$ cat src/sv/assert_macros.svh
// Assertion macros shared by the converter RTL.
`ifndef ASSERT_MACROS_SVH
`define ASSERT_MACROS_SVH

`ifndef SYNTH

// Check a property on every rising clock edge outside reset.
`define ASSERT_AT(lbl, clk, rstn, prop, msg) \
  lbl: assert property (@(posedge clk) disable iff (!rstn) prop) else $error(msg);

// Check that a condition never holds outside reset.
`define ASSERT_NEVER(lbl, clk, rstn, cond, msg) \
  lbl: assert property (@(posedge clk) disable iff (!rstn) !(cond)) else $error(msg);

`else

`define ASSERT_AT(lbl, clk, rstn, prop, msg)
`define ASSERT_NEVER(lbl, clk, rstn, cond, msg)

`endif

`endif

$ cat src/sv/itp_pkg.sv
// Types, character codes and operator helpers for the infix-to-postfix converter.
package itp_pkg;

  localparam int STACK_DEPTH_DEF = 32;

  // ASCII characters the converter recognizes
  localparam logic [7:0] CH_LPAREN = 8'h28;
  localparam logic [7:0] CH_RPAREN = 8'h29;
  localparam logic [7:0] CH_ZERO   = 8'h30;
  localparam logic [7:0] CH_NINE   = 8'h39;
  localparam logic [7:0] CH_PLUS   = 8'h2B;
  localparam logic [7:0] CH_MINUS  = 8'h2D;
  localparam logic [7:0] CH_TIMES  = 8'h2A;
  localparam logic [7:0] CH_DIVIDE = 8'h2F;
  localparam logic [7:0] CH_TERM   = 8'h00;

  // Operator codes as held on the stack
  typedef enum logic [2:0] {
    OP_NONE   = 3'd0,
    OP_LPAREN = 3'd1,
    OP_PLUS   = 3'd2,
    OP_MINUS  = 3'd3,
    OP_TIMES  = 3'd4,
    OP_DIVIDE = 3'd5
  } op_code_t;

  // Request class decided by the front end
  typedef enum logic [2:0] {
    KIND_IGNORE = 3'd0,
    KIND_DIGIT  = 3'd1,
    KIND_LPAREN = 3'd2,
    KIND_OPER   = 3'd3,
    KIND_RPAREN = 3'd4
  } kind_t;

  typedef struct packed {
    kind_t      kind;
    op_code_t   code;
    logic [7:0] ch;
    logic       last;
  } cmd_t;

  typedef enum logic {
    ST_MAIN  = 1'b0,
    ST_FLUSH = 1'b1
  } back_state_t;

  // Precedence: '(' lowest so an operator never pops it
  function automatic logic [1:0] op_prec(input op_code_t c);
    logic [1:0] p;
    p = 2'd0;
    case (c) inside
      OP_TIMES, OP_DIVIDE: p = 2'd2;
      OP_PLUS, OP_MINUS:   p = 2'd1;
      default:             p = 2'd0;
    endcase
    return p;
  endfunction

  // Character emitted for a stacked code
  function automatic logic [7:0] op_char(input op_code_t c);
    logic [7:0] ch;
    ch = CH_TERM;
    case (c)
      OP_LPAREN: ch = CH_LPAREN;
      OP_PLUS:   ch = CH_PLUS;
      OP_MINUS:  ch = CH_MINUS;
      OP_TIMES:  ch = CH_TIMES;
      OP_DIVIDE: ch = CH_DIVIDE;
      default:   ch = CH_TERM;
    endcase
    return ch;
  endfunction

endpackage

$ cat src/sv/itp_ram.sv
// Generic single-write, single-read RAM with registered, write-first read.
module itp_ram #(
  parameter int WIDTH = 3,
  parameter int DEPTH = 32
) (
  input  logic                     clk,
  input  logic                     we,
  input  logic [$clog2(DEPTH)-1:0] waddr,
  input  logic [WIDTH-1:0]         wdata,
  input  logic [$clog2(DEPTH)-1:0] raddr,
  output logic [WIDTH-1:0]         rdata
);

  logic [WIDTH-1:0] mem [DEPTH];
  logic [WIDTH-1:0] rdata_r;

  // Write, and return fresh data on a same-address read
  always_ff @(posedge clk) begin
    if (we) begin
      mem[waddr] <= wdata;
    end
    if (we && (waddr == raddr)) begin
      rdata_r <= wdata;
    end else begin
      rdata_r <= mem[raddr];
    end
  end

  assign rdata = rdata_r;

endmodule

$ cat src/sv/itp_front.sv
// Front end: accepts input characters, classifies them and registers the request.
module itp_front (
  input  logic         clk,
  input  logic         rst_n,
  input  logic         in_valid,
  output logic         in_ready,
  input  logic [7:0]   in_char,
  input  logic         in_expr_last,
  output itp_pkg::cmd_t cmd,
  output logic         cmd_valid,
  input  logic         cmd_ready
);
  import itp_pkg::*;

  cmd_t cls;
  cmd_t cmd_r, cmd_nxt;
  logic vld_r, vld_nxt;
  logic keep;

  // Classify the incoming character
  always_comb begin
    cls.ch   = in_char;
    cls.last = in_expr_last;
    cls.code = OP_NONE;
    cls.kind = KIND_IGNORE;
    if ((in_char >= CH_ZERO) && (in_char <= CH_NINE)) begin
      cls.kind = KIND_DIGIT;
    end else begin
      unique case (in_char)
        CH_LPAREN: cls.kind = KIND_LPAREN;
        CH_RPAREN: cls.kind = KIND_RPAREN;
        CH_PLUS: begin
          cls.kind = KIND_OPER;
          cls.code = OP_PLUS;
        end
        CH_MINUS: begin
          cls.kind = KIND_OPER;
          cls.code = OP_MINUS;
        end
        CH_TIMES: begin
          cls.kind = KIND_OPER;
          cls.code = OP_TIMES;
        end
        CH_DIVIDE: begin
          cls.kind = KIND_OPER;
          cls.code = OP_DIVIDE;
        end
        default: cls.kind = KIND_IGNORE;
      endcase
    end
  end

  // Drop ignored characters unless they close the expression
  assign keep     = (cls.kind != KIND_IGNORE) || in_expr_last;
  assign in_ready = !vld_r || cmd_ready;

  always_comb begin
    vld_nxt = vld_r;
    cmd_nxt = cmd_r;
    if (cmd_ready) begin
      vld_nxt = 1'b0;
    end
    if (in_valid && in_ready && keep) begin
      vld_nxt = 1'b1;
      cmd_nxt = cls;
    end
  end

  always_ff @(posedge clk) begin
    if (!rst_n) begin
      vld_r <= 1'b0;
    end else begin
      vld_r <= vld_nxt;
    end
    cmd_r <= cmd_nxt;
  end

  assign cmd       = cmd_r;
  assign cmd_valid = vld_r;

endmodule

$ cat src/sv/itp_queue.sv
// Two-entry request queue between the front end and the stack sequencer.
`include "assert_macros.svh"
module itp_queue (
  input  logic          clk,
  input  logic          rst_n,
  input  itp_pkg::cmd_t wr_cmd,
  input  logic          wr_valid,
  output logic          wr_ready,
  output itp_pkg::cmd_t rd_cmd,
  output logic          rd_valid,
  input  logic          rd_ready
);
  import itp_pkg::*;

  cmd_t       slot_r [2];
  logic       wr_ptr_r, wr_ptr_nxt;
  logic       rd_ptr_r, rd_ptr_nxt;
  logic [1:0] count_r, count_nxt;
  logic       wr_en, rd_en;

  assign wr_ready = (count_r != 2'd2);
  assign rd_valid = (count_r != 2'd0);
  assign rd_cmd   = slot_r[rd_ptr_r];
  assign wr_en    = wr_valid && wr_ready;
  assign rd_en    = rd_valid && rd_ready;

  // Advance pointers and occupancy
  always_comb begin
    wr_ptr_nxt = wr_en ? !wr_ptr_r : wr_ptr_r;
    rd_ptr_nxt = rd_en ? !rd_ptr_r : rd_ptr_r;
    count_nxt  = count_r;
    if (wr_en && !rd_en) begin
      count_nxt = count_r + 2'd1;
    end else if (rd_en && !wr_en) begin
      count_nxt = count_r - 2'd1;
    end
  end

  always_ff @(posedge clk) begin
    if (!rst_n) begin
      wr_ptr_r <= 1'b0;
      rd_ptr_r <= 1'b0;
      count_r  <= 2'd0;
    end else begin
      wr_ptr_r <= wr_ptr_nxt;
      rd_ptr_r <= rd_ptr_nxt;
      count_r  <= count_nxt;
    end
    if (wr_en) begin
      slot_r[wr_ptr_r] <= wr_cmd;
    end
  end

  `ASSERT_NEVER(a_q_overrun, clk, rst_n, wr_en && (count_r == 2'd2), "queue write while full")
  `ASSERT_AT(a_q_ptrs, clk, rst_n, (count_r == 2'd0) |-> (wr_ptr_r == rd_ptr_r), "queue pointers disagree when empty")

endmodule

$ cat src/sv/itp_back.sv
// Back end: operator stack sequencer that pops, pushes and emits postfix characters.
`include "assert_macros.svh"
module itp_back #(
  parameter int STACK_DEPTH = itp_pkg::STACK_DEPTH_DEF
) (
  input  logic          clk,
  input  logic          rst_n,
  input  itp_pkg::cmd_t cmd,
  input  logic          cmd_valid,
  output logic          cmd_ready,
  output logic          out_valid,
  input  logic          out_ready,
  output logic [7:0]    out_char,
  output logic          out_run_last,
  output logic          out_expr_end,
  output logic          out_overflow
);
  import itp_pkg::*;

  localparam int AW = (STACK_DEPTH > 1) ? $clog2(STACK_DEPTH) : 1;
  localparam int RAM_DEPTH = 1 << AW;
  localparam logic [AW-1:0] CNT_MAX = AW'(STACK_DEPTH - 1);
  localparam logic [AW-1:0] CNT_ONE = AW'(1);
  localparam logic [AW-1:0] CNT_TWO = AW'(2);

  back_state_t state_r, state_nxt;
  logic [AW-1:0] cnt_r, cnt_nxt;
  op_code_t top_r, top_nxt;
  logic ov_r, ov_nxt;

  // Stack memory below the top entry
  logic          we;
  logic [AW-1:0] waddr, raddr;
  logic [2:0]    rdata;
  op_code_t      below;

  // Output register
  logic       out_valid_r;
  logic [7:0] out_char_r;
  logic       out_run_last_r, out_expr_end_r, out_overflow_r;

  logic       can_emit, has_top, below_ok;
  logic       emit, emit_run, emit_end;
  logic [7:0] emit_char;
  logic       do_push, do_pop, item_done;
  op_code_t   push_code;

  assign below    = op_code_t'(rdata);
  assign can_emit = !out_valid_r || out_ready;
  assign has_top  = (cnt_r != '0);
  assign below_ok = (cnt_r > CNT_ONE);

  // Sequence one action per cycle on the request at the queue head; an emitting action waits while the output is held
  always_comb begin
    state_nxt = state_r;
    emit      = 1'b0;
    emit_run  = 1'b0;
    emit_end  = 1'b0;
    emit_char = CH_TERM;
    do_push   = 1'b0;
    do_pop    = 1'b0;
    push_code = OP_NONE;
    item_done = 1'b0;
    ov_nxt    = ov_r;
    cmd_ready = 1'b0;

    unique case (state_r)
      ST_MAIN: begin
        if (cmd_valid) begin
          unique case (cmd.kind)
            KIND_DIGIT: begin
              if (can_emit) begin
                emit      = 1'b1;
                emit_char = cmd.ch;
                emit_run  = !cmd.last;
                item_done = 1'b1;
              end
            end
            KIND_LPAREN: begin
              do_push   = 1'b1;
              push_code = OP_LPAREN;
              item_done = 1'b1;
            end
            KIND_OPER: begin
              if (has_top && (top_r != OP_LPAREN) &&
                  (op_prec(top_r) >= op_prec(cmd.code))) begin
                if (can_emit) begin
                  emit      = 1'b1;
                  emit_char = op_char(top_r);
                  emit_run  = !cmd.last && !(below_ok && (below != OP_LPAREN) &&
                              (op_prec(below) >= op_prec(cmd.code)));
                  do_pop    = 1'b1;
                end
              end else begin
                do_push   = 1'b1;
                push_code = cmd.code;
                item_done = 1'b1;
              end
            end
            KIND_RPAREN: begin
              if (!has_top) begin
                item_done = 1'b1;
              end else if (top_r == OP_LPAREN) begin
                do_pop    = 1'b1;
                item_done = 1'b1;
              end else if (can_emit) begin
                emit      = 1'b1;
                emit_char = op_char(top_r);
                emit_run  = !cmd.last && (!below_ok || (below == OP_LPAREN));
                do_pop    = 1'b1;
              end
            end
            default: item_done = 1'b1;
          endcase
          // Finish the request, or go flush at the end of the expression
          if (item_done) begin
            if (cmd.last) begin
              state_nxt = ST_FLUSH;
            end else begin
              cmd_ready = 1'b1;
            end
          end
        end
      end
      ST_FLUSH: begin
        if (can_emit) begin
          emit = 1'b1;
          if (has_top) begin
            emit_char = op_char(top_r);
            do_pop    = 1'b1;
          end else begin
            emit_char = CH_TERM;
            emit_run  = 1'b1;
            emit_end  = 1'b1;
            ov_nxt    = 1'b0;
            cmd_ready = 1'b1;
            state_nxt = ST_MAIN;
          end
        end
      end
      default: state_nxt = ST_MAIN;
    endcase

    // Apply the stack update; spill the old top into memory on a push
    cnt_nxt = cnt_r;
    top_nxt = top_r;
    we      = 1'b0;
    waddr   = cnt_r - CNT_ONE;
    if (do_pop) begin
      top_nxt = below;
      cnt_nxt = cnt_r - CNT_ONE;
    end else if (do_push) begin
      if (cnt_r < CNT_MAX) begin
        we      = has_top;
        top_nxt = push_code;
        cnt_nxt = cnt_r + CNT_ONE;
      end else begin
        ov_nxt = 1'b1;
      end
    end
    // Prefetch the entry below the next top
    raddr = cnt_nxt - CNT_TWO;
  end

  itp_ram #(
    .WIDTH (3),
    .DEPTH (RAM_DEPTH)
  ) u_stack (
    .clk   (clk),
    .we    (we),
    .waddr (waddr),
    .wdata (3'(top_r)),
    .raddr (raddr),
    .rdata (rdata)
  );

  always_ff @(posedge clk) begin
    if (!rst_n) begin
      state_r     <= ST_MAIN;
      cnt_r       <= '0;
      ov_r        <= 1'b0;
      out_valid_r <= 1'b0;
    end else begin
      state_r <= state_nxt;
      cnt_r   <= cnt_nxt;
      ov_r    <= ov_nxt;
      if (emit) begin
        out_valid_r <= 1'b1;
      end else if (out_ready) begin
        out_valid_r <= 1'b0;
      end
    end
    top_r <= top_nxt;
    // Hold the result until taken; the flag reflects drops so far
    if (emit) begin
      out_char_r     <= emit_char;
      out_run_last_r <= emit_run;
      out_expr_end_r <= emit_end;
      out_overflow_r <= ov_r;
    end
  end

  assign out_valid    = out_valid_r;
  assign out_char     = out_char_r;
  assign out_run_last = out_run_last_r;
  assign out_expr_end = out_expr_end_r;
  assign out_overflow = out_overflow_r;

  `ASSERT_NEVER(a_cnt_bound, clk, rst_n, cnt_r > CNT_MAX, "stack count beyond capacity")
  `ASSERT_AT(a_term_empty, clk, rst_n, (emit && emit_end) |-> (cnt_r == '0), "terminator with stacked operators")
  `ASSERT_AT(a_term_clears, clk, rst_n, (emit && emit_end) |=> (!ov_r && (state_r == ST_MAIN)), "state not cleared after terminator")
  `ASSERT_NEVER(a_push_pop, clk, rst_n, do_push && do_pop, "push and pop in one cycle")

endmodule

$ cat src/sv/infix_to_postfix_converter.sv
// Top level of the infix-to-postfix converter.
//
// Characters of an infix expression enter on the in_ channel, one per request, and
// leave in postfix order on the out_ channel. A front stage classifies each character
// and drops ignored ones (unless marked last), a two-entry queue decouples it from the
// stack sequencer, and the sequencer performs one stack action per cycle, an emitting
// action waiting while out_ is held: a digit is emitted, '(' is pushed, and an operator
// first pops and emits each stacked operator of higher or equal precedence above the
// nearest '(' and is then pushed. The last character of an expression then flushes
// the stack, emitting each entry, and emits the zero terminator. The operator stack
// holds STACK_DEPTH-1 entries, with the top in a register and the rest in a RAM
// whose registered read is prefetched, so the one-pop-per-cycle rate (while out_ is not
// stalled) is set by that RAM read port. On an idle path, a digit's result passes the
// front register, a queue slot and the output register before it is presented on out_.
module infix_to_postfix_converter #(
  parameter int STACK_DEPTH = itp_pkg::STACK_DEPTH_DEF
) (
  input  logic       clk,
  input  logic       rst_n,
  input  logic       in_valid,
  output logic       in_ready,
  input  logic [7:0] in_char,
  input  logic       in_expr_last,
  output logic       out_valid,
  input  logic       out_ready,
  output logic [7:0] out_char,
  output logic       out_run_last,
  output logic       out_expr_end,
  output logic       out_overflow
);
  import itp_pkg::*;

  cmd_t front_cmd, queue_cmd;
  logic front_valid, front_ready;
  logic queue_valid, queue_ready;

  itp_front u_front (
    .clk          (clk),
    .rst_n        (rst_n),
    .in_valid     (in_valid),
    .in_ready     (in_ready),
    .in_char      (in_char),
    .in_expr_last (in_expr_last),
    .cmd          (front_cmd),
    .cmd_valid    (front_valid),
    .cmd_ready    (front_ready)
  );

  itp_queue u_queue (
    .clk      (clk),
    .rst_n    (rst_n),
    .wr_cmd   (front_cmd),
    .wr_valid (front_valid),
    .wr_ready (front_ready),
    .rd_cmd   (queue_cmd),
    .rd_valid (queue_valid),
    .rd_ready (queue_ready)
  );

  itp_back #(
    .STACK_DEPTH (STACK_DEPTH)
  ) u_back (
    .clk          (clk),
    .rst_n        (rst_n),
    .cmd          (queue_cmd),
    .cmd_valid    (queue_valid),
    .cmd_ready    (queue_ready),
    .out_valid    (out_valid),
    .out_ready    (out_ready),
    .out_char     (out_char),
    .out_run_last (out_run_last),
    .out_expr_end (out_expr_end),
    .out_overflow (out_overflow)
  );

endmodule

$ cat config.mk
export PLATFORM = sky130hd
export DESIGN_NAME = infix_to_postfix_converter
export DESIGN_NICKNAME = d
export VERILOG_FILES = /design/src/sv/itp_pkg.sv /design/src/sv/itp_ram.sv /design/src/sv/itp_front.sv /design/src/sv/itp_queue.sv /design/src/sv/itp_back.sv /design/src/sv/infix_to_postfix_converter.sv
export VERILOG_INCLUDE_DIRS = /design/src /design/src/sv
export SDC_FILE = /design/constraint.sdc
export NUM_CORES = 1
export LEC_CHECK = 0
export BUFFER_PORTS_ARGS = -buffer_cell sky130_fd_sc_hd__buf_2
export CORE_ASPECT_RATIO = 1.2
export CORE_MARGIN = 2
export CORE_UTILIZATION = 58
export CTS_BUF_LIST = sky130_fd_sc_hd__clkbuf_4
export DETAILED_ROUTE_END_ITERATION = 16
export PLACE_DENSITY = 0.78
export SETUP_SLACK_MARGIN = 0.05
export SLEW_MARGIN = 5
export SYNTH_ARGS = -nofsm -noshare
export SYNTH_HDL_FRONTEND = slang
export SYNTH_SLANG_ARGS = --single-unit
$ cat constraint.sdc
create_clock -name clk -period 3.75 [get_ports clk]
set_clock_uncertainty 0.1 [all_clocks]
set_input_delay 0.375 -clock clk [delete_from_list [all_inputs] [get_ports clk]]
set_output_delay 0.375 -clock clk [all_outputs]
set_load 0.01 [all_outputs]
==> impl_metrics.ini <==
[synth]
syn_inst = 487
synth_cell_types = 63
synthArstFlopShare_pct = 0
yosys_register_bits = 174
ys_seq_area_share_pct = 66.7
synth_area_leaders = edfxtp_1 62%, mux4_2 7.2%, dfxtp_1 5.0%
syn-cell-area_mm2 = 0.00754
ys_dominant_reg_cell = edfxtp_1
synth.avg_cell_area_um2 = 15.5
synth_top_area_share_pct = 61.7
syn-num-nets = 515
synth.most_common_cell = edfxtp_1
synthTopCellsByCount = 155 x edfxtp_1, 59 x nor2_1, 32 x nand2_1
synth-edff-count = 155
ys_warn_count = 0
synth_area_leader_cell = edfxtp_1

[global_routing]
gr-total-overflow = 0
grt_use_total_pct = 21.7
grt_pass1_vias = 4382
grt_pass1_wl_um = 22500
grt_start_max_net_pins = 36
antenna_found_initial = 0

[sta]
timing.final.crit_share_pct = 91.0
drv_slew = 0
worst_pin_slew_ns = 0.780
rsz0062_at_grt = no
setup_viol = 0
tns_ns = 0
hold_viol_final = 0
fmax_mhz = 293
slew_headroom_pct = 47.9
period_minus_slack_ns = 3.41

[clock_tree]
clock_sinks = 174
cts_buffers = 17
path_clk_slew_ns = 0.14
cts_buffer_depth = 2
cts_max_level = 4
cts_tree = yes
cts-root-buf = clkbuf_4
clk_latency_ns = 0.53

[critical_path]
cp_slowest_cell = mux4_2
path_buf_inv = 1
startpoint_type = flop
crit_type = flop to flop
crit_fanout = 18
crit_chain = buf_12, mux4_2, mux4_2, mux2i_1, nand2_1, ha_1, nand2b_1, a21oi_1, a31oi_1, o21ai_1, nand3_1, nand2_1
required_ns = 4.04
max_stage_delay_ns = 0.54
critical_path.endpoint_type = flop
cpLargestDelayFamily = multiplexers
cp.arrival_ns = 3.70

[layout]
stdcell_area_mm2 = 0.00831
antenna_cells = 0
fillers = 895
drive_gt1_share_pct = 20.4
areaGrowthSynthToFinish_pct = 10.1
fin_nets = 565
fin_util_pct = 65.6

[detailed_routing]
vias = 4224
wire_per_inst_um = 19.2
drc_errors = 0
dr_wl_met3_um = 452
drt-pass1-iter-count = 4
drt-initial-drc-count = 240
wl_met2_um = 7820
routed_wl_um = 13700
top_layer_used = met4
via_per_inst = 5.92
final_antenna_net_count = 0
wirelength_met1_um = 5210

[floorplanning]
start_util_pct = 59.6
ios = 26
die-width_um = 108
die_y_um = 129
core-area_mm2 = 0.0127
dieArea_mm2 = 0.0139
fp-row-count = 45

[hold_path]
hold_path_class = input port to flop

[run]
maxCapViolations = 0

[pwr]
pwr_density_cell_mw_per_mm2 = 579
p_total_mw = 4.81
vdd_drop_max_mv = 0.315
p_leak_nw = 2.85

[placed_design]
gp_congestion = 0.826
dpl.hpwl_um = 9530
io_buffer_count = 25
place_area_mm2 = 0.00789

[outcome]
status = completed
## repair_timing
item	4_1_cts	5_1_grt
gates resized for setup	0	1
hold buffers	10	0
setup buffers	0	0
hold endpoints to repair	11	0
setup endpoints to repair	0	1
## routing by layer
layer | vias to the layer above | track usage, %
met5 | - | 0
met4 | 0 | 7.16
met3 | 17 | 4.31
met2 | 94 | 40.1
met1 | 2140 | 25.1
li1 | 1973 | -
## registers in the layout, indices dropped and copies added (netlist names), 2 cells and up, named ones only
signal / cells
u_back.out_char: 8
u_queue.slot_r: 30
u_back.u_stack.mem: 96
u_front.cmd: 15
u_back.top_r: 3
u_queue.count_r: 2
u_back.cnt_r: 5
## area by class of cell
type,count,area (um2),share of cell area [%]
Sequential cell,174,5040,60.6
Multi-Input combinational cell,280,2360,28.3
Timing Repair Buffer,48,335,4.03
Tap cell,164,205,2.47
Clock inverter,15,190,2.29
Clock buffer,17,128,1.54
Inverter,16,60.1,0.723
## report_power, final
part	internal, mW	total (mW)	switching (mW)	leakage [nW]
Sequential	2.30	2.42	0.120	1.56
Combinational	0.531	1.26	0.728	1.11
Clock	0.433	1.13	0.699	0.169
## per-stage QoR
stage                     std cells  setup WS (ns)  hold WS, ns
after detailed placement        672          0.238        0.319
after global placement          672          0.258        0.321
after global routing            714          0.127      0.00899
final                           714          0.336       0.0597
after CTS                       714          0.211       0.0198
after floorplan                 487         0.0830        0.302
## tightest hold or removal path, stage by stage
cell and delay, ns:
buf_2 0.10, o41ai_1 0.09, a21oi_1 0.08
## kinds of logic (layout without fill, tap and decap cells)
logic type | Yosys count | after routing | share of synthesized area (%)
AOI/OAI and AO/OA | 58 | 58 | 5.67
xor gates and xnor gates | 13 | 13 | 1.51
adders and majority gates | 15 | 15 | 2.49
buffers and inverters | 33 | 96 | 2.07
DFF | 174 | 174 | 66.7
muxes | 53 | 53 | 12.4
and+or+nand+nor | 141 | 141 | 9.14
## cell usage in the layout (no fill, tap or decap), drive strengths merged, types with 3 or more instances in the layout
| master | Yosys | final |
|---|---|---|
| nor2 | 59 | 59 |
| nand2b | 9 | 9 |
| dlygate4sd3 | 0 | 10 |
| edfxtp | 155 | 155 |
| and3 | 4 | 4 |
| mux4 | 30 | 30 |
| xnor2 | 5 | 5 |
| buf | 11 | 38 |
| inv | 16 | 25 |
| o21ai | 12 | 12 |
| clkbuf | 6 | 17 |
| nor4b | 3 | 3 |
| nor3b | 5 | 5 |
| nor3 | 7 | 7 |
| dfxtp | 19 | 19 |
| a21oi | 14 | 14 |
| nand3 | 5 | 5 |
| and2 | 3 | 3 |
| xor2 | 8 | 8 |
| a31oi | 4 | 4 |
| mux2 | 5 | 5 |
| ha | 15 | 15 |
| nand2 | 33 | 33 |
| nor2b | 5 | 5 |
| clkinv | 0 | 3 |
| o22ai | 7 | 7 |
| mux2i | 18 | 18 |
## path summary, 6_finish.rpt
| kind | endpoint | start | cells past startpoint | slack, ns |
|---|---|---|---|---|
| max | u_back.out_run_last$_DFFE_PP_ | flop | 12 | 0.34 |
| min | u_front.cmd_valid$_SDFFE_PN0P_ | in_valid | 3 | 0.06 |
| max reg2reg | u_back.out_run_last$_DFFE_PP_ | flop | 12 | 0.34 |
| min reg2reg | u_back.out_overflow$_DFFE_PP_ | u_back.ov_r$_SDFF_PN0_ | 0 | 0.35 |
Note: power is estimated with default switching activity, not from simulation.
